File: src/rtl/hd_pkg.sv
// Package for the haversine distance block: fixed-point constants, datapath
// types and the CORDIC arctangent table. Depends on nothing.
`default_nettype none

package hd_pkg;

    // Datapath width of the CORDIC lanes, signed Q3.30 with headroom.
    localparam int CW = 34;

    localparam int CORDIC_STEPS_DEF = 32;
    localparam int MAX_STEPS        = 40;

    // The square root takes a 62-bit radicand and settles one root bit a stage.
    localparam int SQRT_W     = 62;
    localparam int SQRT_STEPS = 31;

    localparam logic [63:0] PI_Q61 = 64'h6487ED5110B4611A;
    // Scale from 1e-7 degree to Q2.30 radians of the halved angle, times 2^32.
    localparam logic [31:0] CONV = 32'((PI_Q61 + 64'd900000000) / 64'd1800000000);

    localparam logic signed [CW-1:0] GAIN_INV   = 34'sd652032874;
    localparam logic signed [30:0]   LAT_LIMIT  = 31'sd900000000;
    localparam logic signed [33:0]   FULL_TURN  = 34'sd3600000000;
    localparam logic signed [33:0]   HALF_TURN  = 34'sd1800000000;
    localparam logic [22:0]          RADIUS_RESET = 23'd6378137;

    typedef logic signed [CW-1:0] cval_t;

    // Arctangent of 2^-i in Q2.30; zero from step 31 on.
    function automatic cval_t atan_q30(input int i);
        cval_t v;
        case (i)
            0:  v = 34'sd843314857;
            1:  v = 34'sd497837829;
            2:  v = 34'sd263043837;
            3:  v = 34'sd133525159;
            4:  v = 34'sd67021687;
            5:  v = 34'sd33543516;
            6:  v = 34'sd16775851;
            7:  v = 34'sd8388437;
            8:  v = 34'sd4194283;
            9:  v = 34'sd2097149;
            default:
            begin
                if (i <= 30)
                    v = cval_t'(34'sd1 <<< (30 - i));
                else
                    v = '0;
            end
        endcase
        return v;
    endfunction

endpackage

`default_nettype wire

File: src/rtl/hd_isqrt.sv
// Pipelined floor square root by the shift-and-subtract digit recurrence,
// one root bit per register stage. Depends on hd_pkg.
`default_nettype none

module hd_isqrt
    import hd_pkg::*;
(
    input  wire                    clk,
    input  wire                    en,
    input  wire [SQRT_W-1:0]       v_i,
    output logic [SQRT_STEPS-1:0]  root_o
);

    logic [SQRT_W-1:0]     v_reg    [SQRT_STEPS];
    logic [32:0]           rem_reg  [SQRT_STEPS];
    logic [SQRT_STEPS-1:0] root_reg [SQRT_STEPS];

    for (genvar i = 0; i < SQRT_STEPS; i++)
    begin : g_step
        logic [SQRT_W-1:0]     vp;
        logic [32:0]           rp;
        logic [SQRT_STEPS-1:0] qp;
        logic [34:0]           acc, trial;
        logic                  ge;

        if (i == 0)
        begin : g_first
            assign vp = v_i;
            assign rp = '0;
            assign qp = '0;
        end
        else
        begin : g_rest
            assign vp = v_reg[i-1];
            assign rp = rem_reg[i-1];
            assign qp = root_reg[i-1];
        end

        // Bring down the next two radicand bits and try subtracting 4q+1.
        assign acc   = {rp, vp[SQRT_W-1-2*i -: 2]};
        assign trial = {2'b00, qp, 2'b01};
        assign ge    = acc >= trial;

        always_ff @(posedge clk)
        begin
            if (en)
            begin
                v_reg[i]    <= vp;
                rem_reg[i]  <= ge ? 33'(acc - trial) : 33'(acc);
                root_reg[i] <= {qp[SQRT_STEPS-2:0], ge};
            end
        end
    end

    assign root_o = root_reg[SQRT_STEPS-1];

endmodule

`default_nettype wire

File: config.mk
export PLATFORM = sky130hd
export DESIGN_NAME = hd_isqrt
export DESIGN_NICKNAME = d
export VERILOG_FILES = /design/src/rtl/hd_pkg.sv /design/src/rtl/hd_isqrt.sv
export SDC_FILE = /design/constraint.sdc
export NUM_CORES = 2
export LEC_CHECK = 0
export BUFFER_PORTS_ARGS = -buffer_cell sky130_fd_sc_hd__buf_2
export CAP_MARGIN = 20
export CORE_MARGIN = 1
export CORE_UTILIZATION = 55
export DETAILED_ROUTE_END_ITERATION = 12
export GPL_TIMING_DRIVEN = 0
export PLACE_DENSITY_LB_ADDON = 0.05
export SLEW_MARGIN = 20
export SYNTH_ARGS = -nofsm -noshare
export SYNTH_HDL_FRONTEND = slang
export SYNTH_SLANG_ARGS = --single-unit
File: constraint.sdc
create_clock -name clk -period 3.4 [get_ports clk]
set_input_delay 0.34 -clock clk [delete_from_list [all_inputs] [get_ports clk]]
set_output_delay 0.34 -clock clk [all_outputs]
set_load 0.01 [all_outputs]
==> impl_metrics.yaml <==
grt:
  gr-total-overflow: 0
  grt_usage: 0.225
  grt_max_degree: 151
  antenna_found_initial: 4
  grt_pass1_vias: 65371
  grt_first_pass_wirelength_mm: 362
layout:
  final_nets: 9723
  nFillCells: 15113
  area_growth_syn_to_layout_pct: 14.5
  largest_reg_flops: 942
  final_area_sq_um: 127000
  drive_gt1_frac: 0.121
routing:
  vias: 67949
  drt-total-wl_mm: 233
  routedWlPerCell_um: 19.4
  antenna_left: 0
  drt-pass1-iter-count: 6
  drcViolationCount: 0
  via_per_inst: 5.67
  drtIter0Drc: 5578
flow_run:
  drv_cap: 0
critical_path:
  rr_startpoint: "rem_reg[4][18]$_DFFE_PP_"
  reg2reg_depth: 8
  worst_setup_path_start_kind: "flip-flop"
  rrSetupSlack_ns: -0.09
  critPathKind: "reg -> reg"
  cp.arrival_ns: 4.10
  critPathRequiredTime_ns: 4.00
  cp_max_fo: 7
  cp-end-kind: "flip-flop"
  r2r-end: "rem_reg[4][61]$_DFFE_PP_"
timing:
  period_needed_ns: 3.49
  period_share: 1.03
  maxSlewViolCount: 0
  worstMarginPinSlew_ns: 1.05
  fin_setup_tns_ns: -0.767
  timing.final.ws_setup_ns: -0.0914
  finalHoldViolations: 0
  skew_ns: 0.0469
  relSlewSlack: 0.279
  rsz0062_at_grt: "true"
  setup_violations: 13
  fmax_mhz: 286
placement:
  io_buffers: 94
  place_congestion: 0.919
  detailed_place_hpwl_mm: 166
  dpl_cell_area_sq_um: 115000
power:
  ir_drop_uv: 542
  leakagePower_nw: 48.0
  power_density_nw_per_um2: 656
  total_power_w: 0.0831
clock_network:
  cts_sinks: 2368
  htreeDepth: 4
  clk_latency_ns: 0.87
  cts_tree: "built"
  cts-root-buf: "clkbuf_16"
  clock_path_buffers: 3
  clkTransAtPathRegs_ns: 0.06
  cts_inserted_buffers: 238
synth:
  yosys.cell_types.count: 92
  yosysMostFrequentCell: "edfxtp_1"
  synth_top_area_share: 0.643
  yosys.area.top_type: "edfxtp_1"
  synthTopCellsByCount: "edfxtp_1, inv_1, nand2_1"
  ys_warn_count: 0
  synth_flop_cell: "edfxtp_1"
  async_flop_share: 0
  avgSynthCellArea_sq_um: 12.8
  ys_ff_latch: 2368
  syn_inst: 8607
  synth_area_leaders: "edfxtp_1, ha_1, xnor2_1"
  synth-edff-count: 2368
  yosysSeqAreaShare: 0.643
  synth_fp_nets: 9199
  syn-cell-area_sq_um: 111000
worst_hold_path:
  hp-class: "in -> reg"
  min-delay-start: "v_i[59]"
  min_to: "v_reg[0][59]$_DFFE_PP_"
  holdPathStages: 2
floorplan:
  die_area_sq_um: 203000
  rows: 164
  die_h_um: 450
  die_x_um: 450
  core_area_sq_um: 200000
  io-pin-count: 95
  start_util: 0.554
status:
  violations: "negative setup slack"
  status: "finished with violations"
-- layout by cell type, fill, tap and decap left out, types with 38 or more instances in the layout --
cell type	instances
edfxtp_1	2368
inv_1	661
nand2_1	592
nor2_1	533
ha_1	507
a21oi_1	475
o21ai_0	443
xnor2_1	383
xor2_1	360
clkbuf_16	243
a21o_1	198
nor3_1	190
nand3_1	165
buf_4	131
buf_2	107
nand2b_1	104
nor4_1	102
clkbuf_1	100
o21a_1	92
nand4_1	87
or3_1	80
mux2_2	66
dlygate4sd3_1	64
nor2b_1	57
o21bai_1	53
o31ai_1	48
clkinv_1	47
and3_1	45
a211oi_1	45
clkinv_2	43
or2_2	42
or4_1	38
a31oi_1	38
-- final cells by class --
class / count / area [sq um] / area share
well taps: 2656 / 3320 / 0.0262
multi-input cells: 5393 / 38200 / 0.301
inverters: 675 / 2540 / 0.0201
flip-flops and latches: 2368 / 71100 / 0.561
clock inverters: 167 / 1820 / 0.0144
diodes: 3 / 7.51 / 0.0000593
plain buffers: 147 / 841 / 0.00664
repair buffers: 308 / 2700 / 0.0213
clock buffers: 277 / 6140 / 0.0485
-- through the flow --
step | setup WS [ns] | utilization | hold slack [ns] | instances
2_1_floorplan | 0.0323 | - | 0.400 | 8607
3_3_place_gp | -34.61 | 0.573 | 0.400 | 11357
3_5_place_dp | -1.52 | 0.575 | 0.405 | 11376
4_1_cts | -0.0974 | 0.625 | 0.0960 | 11925
5_1_grt | -0.160 | 0.634 | 0.120 | 11993
6_report | -0.0914 | 0.634 | 0.180 | 11994
-- worst max path at each step --
| stage | cells past startpoint | to | startpoint | slack, ns |
|---|---|---|---|---|
| finish | 8 | rem_reg[4][61]$_DFFE_PP_ | rem_reg[4][18]$_DFFE_PP_ | -0.09 |
| global route | 8 | rem_reg[4][59]$_DFFE_PP_ | rem_reg[4][18]$_DFFE_PP_ | -0.16 |
| CTS | 9 | rem_reg[4][45]$_DFFE_PP_ | rem_reg[4][21]$_DFFE_PP_ | -0.1 |
| detailed placement | 12 | rem_reg[14][28]$_DFFE_PP_ | root_reg[13][32]$_DFFE_PP_ | -1.52 |
| global placement | 1 | v_reg[2][10]$_DFFE_PP_ | en | -34.61 |
| floorplan | 11 | rem_reg[8][59]$_DFFE_PP_ | rem_reg[8][12]$_DFFE_PP_ | 0.03 |
-- cell families after synthesis --
kind of cell | after synthesis | synth area share
and+or+nand+nor | 2284 | 0.102
AOI/OAI and AO/OA | 1747 | 0.0984
adders and majority gates | 528 | 0.0597
buffers and inverters | 846 | 0.0289
other | 1 | 0.0000339
DFF | 2368 | 0.643
xor gates and xnor gates | 748 | 0.0592
muxes | 85 | 0.00853
-- layer usage --
| layer | wire [um] | part of all wire | track usage |
|---|---|---|---|
| met3 | 9180 | 0.039 | 0.0275 |
| met5 | 0 | 0 | 0 |
| met1 | 104000 | 0.45 | 0.313 |
| met4 | 5280 | 0.023 | 0.0581 |
| met2 | 114000 | 0.49 | 0.376 |
-- power by group --
group | switching [W] | internal (W) | total (W)
Sequential | 0.00240 | 0.0368 | 0.0392
Clock | 0.0111 | 0.0152 | 0.0263
Combinational | 0.0103 | 0.00735 | 0.0176
Total | 0.0238 | 0.0593 | 0.0831
-- worst max-delay path, stage by stage, from the launching register on --
cell	delay (ns)
edfxtp_1	0.39
or4_4	0.56
or3_4	0.38
or4b_4	0.58
or3_4	0.35
or4_4	0.49
nand4b_4	0.27
nor3_2	0.07
xor2_1	0.14
-- repair_timing --
action                                 4_1_cts  5_1_grt
endpoints found under the hold margin      149        0
pin swaps                                   33       68
cloned                                       0        3
hold buffers                                64        0
setup buffers                               53       76
resized for setup                          274      297
setup endpoints to repair                  663      879
(Power assumes the default switching activity.)
